File: config.mk
export PLATFORM = sky130hd
export DESIGN_NAME = bitmap_region_allocator_top
export DESIGN_NICKNAME = d
export VERILOG_FILES = /design/src/hw/rtl/bra_pkg.sv /design/src/hw/rtl/bitmap_region_allocator_top.sv
export SDC_FILE = /design/constraint.sdc
export NUM_CORES = 1
export LEC_CHECK = 0
export ABC_AREA = 1
export BUFFER_PORTS_ARGS = -buffer_cell sky130_fd_sc_hd__buf_4
export CAP_MARGIN = 20
export CORE_MARGIN = 2
export CORE_UTILIZATION = 40
export CTS_BUF_LIST = sky130_fd_sc_hd__clkbuf_4 sky130_fd_sc_hd__clkbuf_8
export DETAILED_ROUTE_END_ITERATION = 10
export PLACE_DENSITY_LB_ADDON = 0.08
export SETUP_SLACK_MARGIN = 0.3
export SKIP_LAST_GASP = 1
export SYNTH_ARGS = -nofsm -noshare
export SYNTH_HDL_FRONTEND = slang
export SYNTH_SLANG_ARGS = --single-unit
File: constraint.sdc
create_clock -name aclk -period 5.25 [get_ports aclk]
set_input_delay 1.05 -clock aclk [delete_from_list [all_inputs] [get_ports aclk]]
set_output_delay 1.05 -clock aclk [all_outputs]
set_load 0.02 [all_outputs]
File: src/hw/rtl/bra_pkg.sv
`timescale 1ns / 1ps
// ----------------------------------------------------------------------------
// bra_pkg: shared types and codes for the bitmap region allocator
// Request kinds, sequencer states and stream field widths.
// ----------------------------------------------------------------------------
package bra_pkg;

    localparam int unsigned REQ_TYPE_W  = 2;
    localparam int unsigned START_W     = 10;
    localparam int unsigned LEN_W       = 11;
    localparam int unsigned LIMIT_W     = 11;
    localparam int unsigned FREE_IDX_W  = 10;
    localparam int unsigned S_TDATA_W   = 40;
    localparam int unsigned M_TDATA_W   = 16;

    typedef enum logic [REQ_TYPE_W-1:0] {
        REQ_MARK    = 2'd0,
        REQ_RELEASE = 2'd1,
        REQ_QUERY   = 2'd2,
        REQ_NONE    = 2'd3
    } req_kind_t;

    typedef enum logic [1:0] {
        ST_CLEAR,
        ST_IDLE,
        ST_SWEEP,
        ST_FINISH
    } seq_state_t;

endpackage

File: src/hw/rtl/bitmap_region_allocator_top.sv
`timescale 1ns / 1ps
// ----------------------------------------------------------------------------
// bitmap_region_allocator_top: first-fit bitmap allocator
// One request at a time: the next request is accepted only after the sweep
// ends and its result is loaded, which waits while a previous result is still
// held on the output by m_tready low.
// Every request sweeps all map words through one read-modify-write mask unit.
// Reset: aresetn low clears control; afterwards a clearing pass over all map
// words zeroes the map memory while s_tready stays low.
// ----------------------------------------------------------------------------
module bitmap_region_allocator_top #(
    parameter int unsigned MAP_BITS  = 1024,
    parameter int unsigned WORD_BITS = 64
) (
    input  logic                          aclk,
    input  logic                          aresetn,
    input  logic                          s_tvalid,
    output logic                          s_tready,
    // req_type[1:0], start_index[11:2], run_length[22:12], search_limit[33:23]
    input  logic [bra_pkg::S_TDATA_W-1:0] s_tdata,
    output logic                          m_tvalid,
    input  logic                          m_tready,
    // found[0], free_index[10:1], range_error[11]
    output logic [bra_pkg::M_TDATA_W-1:0] m_tdata
);
    import bra_pkg::*;

    localparam int unsigned MAP_WORDS = (MAP_BITS + WORD_BITS - 1) / WORD_BITS;
    localparam int unsigned WAW = (MAP_WORDS > 1) ? $clog2(MAP_WORDS) : 1;
    localparam int unsigned PW0 = $clog2(MAP_BITS + WORD_BITS);
    localparam int unsigned PW  = (PW0 > 12) ? PW0 : 12;
    localparam int unsigned OW  = $clog2(WORD_BITS + 1);
    localparam int unsigned BW  = $clog2(WORD_BITS);
    localparam logic [WORD_BITS-1:0] WORD_ONES = {WORD_BITS{1'b1}};

    logic [WORD_BITS-1:0] map_mem [MAP_WORDS];

    seq_state_t           state_reg, state_next;
    logic [WAW-1:0]       addr_reg;
    logic [PW-1:0]        base_reg;
    req_kind_t            kind_reg;
    logic [PW-1:0]        lo_reg, hi_reg;
    logic                 err_reg;
    logic                 s2_valid_reg;
    logic [WAW-1:0]       s2_addr_reg;
    logic [PW-1:0]        s2_base_reg;
    logic [WORD_BITS-1:0] rd_data_reg;
    logic                 found_reg;
    logic [PW-1:0]        idx_reg;
    logic                 m_tvalid_reg;
    logic [M_TDATA_W-1:0] m_tdata_reg;

    logic                 req_accept;
    logic                 last_word;
    logic                 out_load;
    req_kind_t            req_kind;
    logic [PW-1:0]        req_start, req_end_raw, req_end, req_lim;
    logic                 req_err;
    logic [OW-1:0]        lo_off, hi_off;
    logic [PW-1:0]        lo_diff, hi_diff;
    logic [WORD_BITS-1:0] run_mask, cand, low_one, wr_data;
    logic                 wr_en;
    logic [BW-1:0]        bit_pos;

    assign s_tready   = (state_reg == ST_IDLE);
    assign req_accept = s_tvalid && s_tready;
    assign last_word  = (addr_reg == WAW'(MAP_WORDS - 1));
    assign out_load   = (state_reg == ST_FINISH) && !s2_valid_reg
                        && (!m_tvalid_reg || m_tready);

    // decode request
    always_comb begin
        req_kind    = req_kind_t'(s_tdata[1:0]);
        req_start   = PW'(s_tdata[11:2]);
        req_end_raw = PW'(s_tdata[11:2]) + PW'(s_tdata[22:12]);
        req_end     = (req_end_raw > PW'(MAP_BITS)) ? PW'(MAP_BITS) : req_end_raw;
        req_lim     = (PW'(s_tdata[33:23]) > PW'(MAP_BITS)) ? PW'(MAP_BITS)
                                                              : PW'(s_tdata[33:23]);
        req_err     = ((req_kind == REQ_MARK) || (req_kind == REQ_RELEASE))
                      && (s_tdata[22:12] != '0) && (req_end_raw > PW'(MAP_BITS));
    end

    // mask unit: bits of this word inside [lo, hi)
    always_comb begin
        lo_diff = lo_reg - s2_base_reg;
        hi_diff = hi_reg - s2_base_reg;
        if (lo_reg <= s2_base_reg) begin
            lo_off = '0;
        end else if (lo_diff >= PW'(WORD_BITS)) begin
            lo_off = OW'(WORD_BITS);
        end else begin
            lo_off = lo_diff[OW-1:0];
        end
        if (hi_reg <= s2_base_reg) begin
            hi_off = '0;
        end else if (hi_diff >= PW'(WORD_BITS)) begin
            hi_off = OW'(WORD_BITS);
        end else begin
            hi_off = hi_diff[OW-1:0];
        end
        run_mask = (WORD_ONES << lo_off) & ~(WORD_ONES << hi_off);
        cand     = ~rd_data_reg & run_mask;
        low_one  = cand & (~cand + WORD_BITS'(1));
        bit_pos  = '0;
        for (int j = 0; j < WORD_BITS; j++) begin
            bit_pos = bit_pos | (low_one[j] ? BW'(j) : '0);
        end
        wr_en   = s2_valid_reg && ((kind_reg == REQ_MARK) || (kind_reg == REQ_RELEASE));
        wr_data = (kind_reg == REQ_MARK) ? (rd_data_reg | run_mask)
                                         : (rd_data_reg & ~run_mask);
    end

    // sequencer
    always_comb begin
        state_next = state_reg;
        unique case (state_reg)
            ST_CLEAR: begin
                if (last_word) state_next = ST_IDLE;
            end
            ST_IDLE: begin
                if (req_accept) state_next = ST_SWEEP;
            end
            ST_SWEEP: begin
                if (last_word) state_next = ST_FINISH;
            end
            ST_FINISH: begin
                if (out_load) state_next = ST_IDLE;
            end
            default: state_next = ST_IDLE;
        endcase
    end

    always_ff @(posedge aclk) begin
        if (!aresetn) begin
            state_reg    <= ST_CLEAR;
            addr_reg     <= '0;
            s2_valid_reg <= 1'b0;
            m_tvalid_reg <= 1'b0;
        end else begin
            state_reg    <= state_next;
            s2_valid_reg <= (state_reg == ST_SWEEP);
            if (((state_reg == ST_CLEAR) || (state_reg == ST_SWEEP)) && !last_word) begin
                addr_reg <= addr_reg + WAW'(1);
            end else if (state_reg != ST_SWEEP || last_word) begin
                addr_reg <= '0;
            end
            if (out_load) begin
                m_tvalid_reg <= 1'b1;
            end else if (m_tready) begin
                m_tvalid_reg <= 1'b0;
            end
        end
    end

    // request and word datapath
    always_ff @(posedge aclk) begin
        if (req_accept) begin
            kind_reg  <= req_kind;
            err_reg   <= req_err;
            found_reg <= 1'b0;
            idx_reg   <= '0;
            base_reg  <= '0;
            if (req_kind == REQ_QUERY) begin
                lo_reg <= '0;
                hi_reg <= req_lim;
            end else begin
                lo_reg <= req_start;
                hi_reg <= req_end;
            end
        end else begin
            if (state_reg == ST_SWEEP) base_reg <= base_reg + PW'(WORD_BITS);
            if (s2_valid_reg && (kind_reg == REQ_QUERY) && !found_reg
                && (cand != '0)) begin
                found_reg <= 1'b1;
                idx_reg   <= s2_base_reg + PW'(bit_pos);
            end
        end
        s2_addr_reg <= addr_reg;
        s2_base_reg <= base_reg;
        if (out_load) begin
            m_tdata_reg <= {4'b0, err_reg, idx_reg[FREE_IDX_W-1:0], found_reg};
        end
    end

    // map memory
    always_ff @(posedge aclk) begin
        rd_data_reg <= map_mem[addr_reg];
        if (state_reg == ST_CLEAR) begin
            map_mem[addr_reg] <= '0;
        end else if (wr_en) begin
            map_mem[s2_addr_reg] <= wr_data;
        end
    end

    assign m_tvalid = m_tvalid_reg;
    assign m_tdata  = m_tdata_reg;

`ifndef SYNTHESIS
    a_clear_blocks: assert property (@(posedge aclk) disable iff (!aresetn)
        (state_reg == ST_CLEAR) |-> !s_tready)
        else $error("request accepted during map clearing");
    a_accept_sweep: assert property (@(posedge aclk) disable iff (!aresetn)
        req_accept |=> (state_reg == ST_SWEEP))
        else $error("accepted request did not start a sweep");
    a_s2_in_sweep: assert property (@(posedge aclk) disable iff (!aresetn)
        s2_valid_reg |-> ((state_reg == ST_SWEEP) || (state_reg == ST_FINISH)))
        else $error("word stage active outside a sweep");
    a_found_query: assert property (@(posedge aclk) disable iff (!aresetn)
        (found_reg && (state_reg != ST_IDLE)) |-> (kind_reg == REQ_QUERY))
        else $error("found flag set for a non-query request");
`endif

endmodule
==> run_results.csv, run 1 <==
group,metric,value,unit
synth,synth_area_per_cell,11.9,um^2
placement,gp_congestion,1.01,
worst_setup_path,start_kind,"flip-flop",
synth,synthFlopType,"edfxtp_1",
detailed_routing,drt-vias-per-instance,5.49,
detailed_routing,drt_iter0_markers,3180,
synth,ys_seq_area_frac,0.675,
grt,grt_pass1_vias,32900,
cts,cts_tree,"yes",
floorplan,chipHeight,358,um
flow_run,drv_cap,0,
worst_setup_path,crit_start,"s2_base_reg[6]$_DFF_P_",
cells_and_area,multiInputGateArea,14600,um^2
timing,rsz0062_at_grt,"no",
detailed_routing,first_pass_iters,7,
cts,clock_sinks,1160,
synth,synth_area,50200,um^2
synth,synthArstFlopShare,0,
power,clkPwrFrac,0.282,
cells_and_area,drive_above_1_share,0.152,
worst_setup_path,crit_fanout,6,
grt,grt_pass1_wl,224000,um
synth,yosysTopAreaCell,"edfxtp_1",
cts,clk_path_buf_depth,3,
floorplan,initial_core_util,0.404,
cts,root_buffer,"clkbuf_8",
grt,grtUsageTotal,0.239,
cts,cts_made_buffers,193,
synth,synth_cells,4225,
timing,fmax,214,MHz
timing,fin_worst_skew,79.8,ps
worst_setup_path,cp_data_required_time,6040,ps
placement,dpl.hpwl,90400,um
worst_setup_path,rrSetupSlack,570,ps
synth,ys_warn_count,0,
worst_setup_path,reg2regPathDepth,27,
power,p_leak,21.3,nW
timing,worstMarginPinSlew,1090,ps
synth,synthTopCellsByArea,"edfxtp_1 64%, nor2_1 4.7%, mux2i_1 4.1%",
synth,synth_seq_cells,1160,
timing,slew_headroom,0.270,
timing,fin_crit_sh,0.892,
timing,tns,0,ps
cells_and_area,seq_area,33900,um^2
worst_setup_path,endpoint_kind,"flip-flop",
worst_setup_path,crit_type,"flip-flop to flip-flop",
synth,synthDominantCellAreaShare,0.635,
synth,yosysUniqueCellTypes,55,
floorplan,die_x,358,um
power,p_per_area,504,nW/um^2
worst_setup_path,r2r_end,"idx_reg[3]$_SDFFE_PP0P_",
synth,synth-edff-count,1061,
floorplan,ioPinCount,62,
cells_and_area,fin_nets,4486,
timing,fin_crit,4680,ps
cells_and_area,final_core_util,0.463,
detailed_routing,num_vias,34100,
detailed_routing,ant_nets,0,
power,pwr-share-comb,0.315,
power,p_seq_frac,0.403,
grt,overflow,0,
floorplan,coreArea,124000,um^2
cells_and_area,fin_area,57400,um^2
synth,synth_common_cells,"1061 x edfxtp_1, 631 x nor2_1, 464 x nand2_1",
detailed_routing,drc_errors,0,
timing,slew_violations,0,
cells_and_area,largest_reg_flops,1024,
grt,grt_antenna_before_repair,2,
cts,path_clk_slew,60,ps
worst_setup_path,r2r_start,"s2_base_reg[6]$_DFF_P_",
cells_and_area,nFillCells,11600,
detailed_routing,post_drt_wl_per_cell,24.6,um
cts,h-tree-depth,4,
floorplan,design.die.area,128000,um^2
synth,post-synth-top-count-cell,"edfxtp_1",
timing,setup_viol,0,
run_status,outcome,"finished clean",
hold_path,min_path_type,"flip-flop to flip-flop",
grt,grt_start_max_net_pins,213,
cells_and_area,syn_to_final_growth,14.5,%
worst_setup_path,critPathArrivalTime,5470,ps
cts,clk_latency,930,ps
power,vdd_drop_max,0.278,mV
timing,hold_viol_final,0,
detailed_routing,routed_wl,153000,um
floorplan,rows,129,
placement,dpl_cell_area,53100,um^2
cts,postCtsHoldBufs,0,
power,p_switching,10.7,mW
worst_setup_path,endpoint,"idx_reg[3]$_SDFFE_PP0P_",
power,internal-power,18.3,mW
placement,portBuffers,51,
power,switching_share,0.368,
[what timing repair did]
item                       in CTS  in global routing
gates resized for setup         1                 29
pin swaps                       1                  4
setup buffers                   1                 11
setup endpoints to repair       1                  6
[layout by cell type (no fill, tap or decap), types with 28 or more instances in the layout]
master / n
edfxtp_1: 1061
nor2_1: 602
nand2_1: 461
o21ai_0: 372
inv_1: 255
nand3_1: 229
clkbuf_8: 214
mux2i_1: 207
o221ai_1: 207
buf_4: 196
dfxtp_1: 94
a21oi_1: 90
clkbuf_4: 89
nand4_1: 51
nor3_1: 43
o211ai_1: 33
nor2_4: 32
o32ai_1: 31
clkinv_1: 28
[cell type report]
| type | instances | share of cell area |
|---|---|---|
| Sequential cell | 1160 | 0.589 |
| Tap cell | 1637 | 0.0357 |
| Multi-Input combinational cell | 2569 | 0.254 |
| Clock inverter | 58 | 0.00778 |
| Inverter | 274 | 0.0183 |
| Antenna cell | 2 | 0.0000871 |
| Timing Repair Buffer | 214 | 0.0316 |
| Clock buffer | 303 | 0.0629 |
[power by group through the flow]
| stage | combinational [mW] | clock (mW) | sequential, mW |
|---|---|---|---|
| floorplan | 6.07 | 0 | 11.7 |
| global placement | 9.01 | 0 | 11.8 |
| detailed placement | 9.03 | 0 | 11.8 |
| CTS | 9.07 | 8.41 | 11.7 |
| global route | 10.0 | 8.83 | 11.8 |
| finish | 9.14 | 8.17 | 11.7 |
[worst max-delay path: stages (launching register included)]
cell and delay [ps]:
dfxtp_1 420, ha_1 180, inv_1 60, fa_1 420, inv_1 60, nand2_1 40, nor2_1 110, nand2_1 90
nor2_4 160, nand2_1 120, nor2_4 240, buf_2 230, o2111ai_1 300, nand3_1 240, nand4_1 250, nand2_1 230
nor2_1 90, nand2_2 140, nor2_1 70, buf_4 160, nand2_1 60, o21ai_0 80, nor2_1 250, nand2_1 140
nor2_1 160, nand3_2 150, nand2_1 90, inv_1 30
[kinds of logic (layout without fill, tap and decap cells)]
kind of cell | Yosys count | after routing | share of synthesized area
xor+xnor | 11 | 11 | 0.00192
compound gates | 799 | 799 | 0.102
other cells | 1 | 7 | 0.0000748
buf+inv | 500 | 849 | 0.0392
flops | 1160 | 1160 | 0.675
mux | 207 | 207 | 0.0413
fa+ha+maj | 30 | 30 | 0.00793
simple gates | 1517 | 1517 | 0.133
[worst min-delay path by stage]
| stage | endpoint | start | cells past startpoint | slack, ps |
|---|---|---|---|---|
| after global routing | s2_valid_reg$_SDFF_PN0_ | aresetn | 3 | 310 |
| after detailed placement | s2_base_reg[10]$_DFF_P_ | base_reg[10]$_SDFFE_PP0P_ | 0 | 350 |
| after CTS | s2_valid_reg$_SDFF_PN0_ | aresetn | 3 | 270 |
| after floorplan | s2_base_reg[10]$_DFF_P_ | base_reg[10]$_SDFFE_PP0P_ | 0 | 330 |
| after global placement | s2_base_reg[10]$_DFF_P_ | base_reg[10]$_SDFFE_PP0P_ | 0 | 360 |
| final | s2_base_reg[10]$_DFF_P_ | base_reg[10]$_SDFFE_PP0P_ | 0 | 350 |
[per-layer routing]
layer | global-route usage | routed length [um]
met4 | 0.0696 | 3550
met2 | 0.374 | 70700
met1 | 0.344 | 71800
met3 | 0.0352 | 7170
met5 | 0 | 0
[per-stage QoR]
step	hold slack, ps	setup slack (ps)	cells	power [mW]
6_report	353	568	6217	29.0
3_5_place_dp	351	271	5839	20.9
5_1_grt	307	304	6216	30.6
3_3_place_gp	360	260	5835	20.8
4_1_cts	266	339	6201	29.2
2_1_floorplan	331	101	4229	17.7
Note: power is estimated with default switching activity, not from simulation.
==> run 2, diff against run 1 <==
--- a/config.mk
+++ b/config.mk
@@ -8,8 +8,10 @@
 export ABC_AREA = 1
 export BUFFER_PORTS_ARGS = -buffer_cell sky130_fd_sc_hd__buf_4
 export CAP_MARGIN = 20
+export CELL_PAD_IN_SITES_DETAIL_PLACEMENT = 1
+export CELL_PAD_IN_SITES_GLOBAL_PLACEMENT = 1
 export CORE_MARGIN = 2
-export CORE_UTILIZATION = 40
+export CORE_UTILIZATION = 24
 export CTS_BUF_LIST = sky130_fd_sc_hd__clkbuf_4 sky130_fd_sc_hd__clkbuf_8
 export DETAILED_ROUTE_END_ITERATION = 10
 export PLACE_DENSITY_LB_ADDON = 0.08
==> run 2 against run 1 <==
Against the previous run:
- global-route usage is 6.6 points lower
- clock power is 11% higher
- sequential share of layout area is 2.0 points lower
- sequential cell count stayed put
- final cell count is 19% higher
- routed wire length is 21% higher
- cell area is 3.5% higher
- maximum frequency is 1.9% higher
- critical path depth is 3 lower
- total power is 4.7% higher
- largest cell class unchanged
==> run_results.csv, run 2 (same netlist as run 1, synthesis figures left out) <==
group,metric,value,unit
placement,gp_congestion,0.890,
timing,tns,0,ps
detailed_routing,drc_errors,0,
cts,cts_tree,"yes",
detailed_routing,ant_nets,0,
timing,rsz0062_at_grt,"no",
placement,dpl.hpwl,111000,um
cts,h-tree-depth,4,
detailed_routing,post_drt_wl_per_cell,25.0,um
power,p_seq_frac,0.385,
worst_setup_path,endpoint_kind,"flip-flop",
worst_setup_path,r2r_start,"s2_base_reg[6]$_DFF_P_",
cts,clock_sinks,1160,
worst_setup_path,rrSetupSlack,650,ps
grt,overflow,0,
run_status,outcome,"finished clean",
worst_setup_path,crit_fanout,10,
power,internal-power,18.9,mW
timing,hold_viol_final,0,
floorplan,initial_core_util,0.242,
hold_path,holdCritStartpoint,"s_tdata[0]",
cts,path_clk_slew,70,ps
placement,post-place-ws,411,ps
flow_run,drv_cap,0,
power,pwr-share-comb,0.317,
floorplan,design.die.area,213000,um^2
timing,fin_crit,4600,ps
timing,worstMarginPinSlew,1130,ps
floorplan,ioPinCount,62,
worst_setup_path,r2r_end,"idx_reg[3]$_SDFFE_PP0P_",
cells_and_area,largest_reg_flops,1024,
grt,grt_start_max_net_pins,178,
floorplan,rows,167,
power,p_switching,11.4,mW
cells_and_area,final_cells,7396,
detailed_routing,first_pass_iters,5,
power,switching_share,0.377,
worst_setup_path,reg2regPathDepth,24,
power,vdd_drop_max,0.332,mV
cts,cts_made_buffers,207,
placement,dp.cells,6989,
worst_setup_path,start_kind,"flip-flop",
cts,clk_path_buf_depth,3,
detailed_routing,drt_iter0_markers,2030,
grt,grtUsageTotal,0.173,
placement,portBuffers,51,
cts,clk_latency,990,ps
cts,root_buffer,"clkbuf_8",
timing,fin_crit_sh,0.875,
power,p_per_area,510,nW/um^2
cells_and_area,layout_common_cells,"1061 x edfxtp_1, 611 x nor2_1, 462 x nand2_1",
timing,slew_violations,0,
worst_setup_path,critPathArrivalTime,5470,ps
timing,slew_headroom,0.244,
worst_setup_path,crit_type,"flip-flop to flip-flop",
hold_path,min_path_type,"input port to flip-flop",
cells_and_area,syn_to_final_growth,18.6,%
cells_and_area,fin_nets,4503,
timing,setup_viol,0,
hold_path,min_to,"kind_reg[0]$_DFFE_PP_",
hold_path,worstHoldPathCells,1,
floorplan,die_x,461,um
cells_and_area,final_common_cell,"edfxtp_1",
floorplan,chipHeight,461,um
grt,grt_antenna_before_repair,8,
timing,fin_worst_skew,62.1,ps
worst_setup_path,cp_data_required_time,6120,ps
power,p_leak,21.6,nW
timing,fmax,218,MHz
detailed_routing,num_vias,34300,
detailed_routing,drt-vias-per-instance,4.64,
grt,grt_pass1_wl,265000,um
cells_and_area,drive_above_1_share,0.159,
detailed_routing,routed_wl,185000,um
timing,fin_ws,654,ps
cells_and_area,nFillCells,22700,
power,clkPwrFrac,0.298,
grt,grt_pass1_vias,35700,
floorplan,coreArea,207000,um^2
==> run 2: final cells by class <==
cell class,instances,area (um^2),area share
Clock buffer,347,4130,0.0695
Antenna cell,4,10.0,0.000168
Clock inverter,37,345,0.00581
Inverter,274,1050,0.0176
Sequential cell,1160,33900,0.569
Tap cell,2788,3490,0.0587
Multi-Input combinational cell,2569,14600,0.246
Timing Repair Buffer,217,1990,0.0335
==> run 2: layer usage <==
layer / vias up / part of all wire / track usage
met5: - / 0 / 0
met4: 0 / 0.021 / 0.0446
met1: 17700 / 0.48 / 0.239
li1: 15900 / - / -
met3: 225 / 0.030 / 0.0243
met2: 514 / 0.47 / 0.284
==> run 2: timing repair <==
item                       in CTS  in global routing
setup endpoints to repair       0                 10
hold buffers                    0                  0
gates resized for setup         0                 19
setup buffers                   0                 18
==> run 2: how the worst max path moves through the flow <==
| stage | startpoint | to | slack, ps | cells after the start |
|---|---|---|---|---|
| after floorplan | addr_reg[0]$_SDFFE_PN0P_ | map_mem[11][0]$_DFFE_PP_ | 100 | 8 |
| after global placement | s2_base_reg[6]$_DFF_P_ | idx_reg[1]$_SDFFE_PP0P_ | 310 | 24 |
| after detailed placement | s2_base_reg[6]$_DFF_P_ | idx_reg[1]$_SDFFE_PP0P_ | 410 | 26 |
| after CTS | s2_base_reg[6]$_DFF_P_ | idx_reg[1]$_SDFFE_PP0P_ | 360 | 24 |
| after global routing | s2_base_reg[6]$_DFF_P_ | idx_reg[2]$_SDFFE_PP0P_ | 300 | 28 |
| final | s2_base_reg[6]$_DFF_P_ | idx_reg[3]$_SDFFE_PP0P_ | 650 | 24 |
==> run 2: critical path, stage by stage, from the launching register on <==
cell and delay, ps:
dfxtp_1 390, ha_1 240, fa_1 500, nand3_1 80, nor2_1 190, nand3_1 120, nor2_2 310, nand2_2 190
nand2_2 280, nand2_1 220, o21ai_2 230, buf_4 230, nand4_1 260, nand2_1 210, nor2_1 80, nand3_1 170
nor2_1 100, inv_1 60, nor2_1 60, nor2_1 180, nand3_1 100, nor2_1 120, nand3_1 90, nand2_1 60
inv_1 30
==> run 2: metrics by stage <==
stage	instance area, um^2	hold WS, ps	power [mW]	util
global route	59500	192	32.2	0.287
CTS	59200	153	30.8	0.285
global placement	54700	345	21.6	0.264
detailed placement	54700	348	21.6	0.264
floorplan	50200	331	17.7	-
finish	59500	300	30.3	0.287
==> run 2: power groups by stage <==
stage,Combinational (mW),Sequential [mW],Clock (mW)
2_1_floorplan,6.07,11.7,0
3_5_place_dp,9.69,11.9,0
4_1_cts,9.72,11.7,9.43
3_3_place_gp,9.71,11.9,0
6_report,9.61,11.7,9.05
5_1_grt,10.7,11.8,9.80
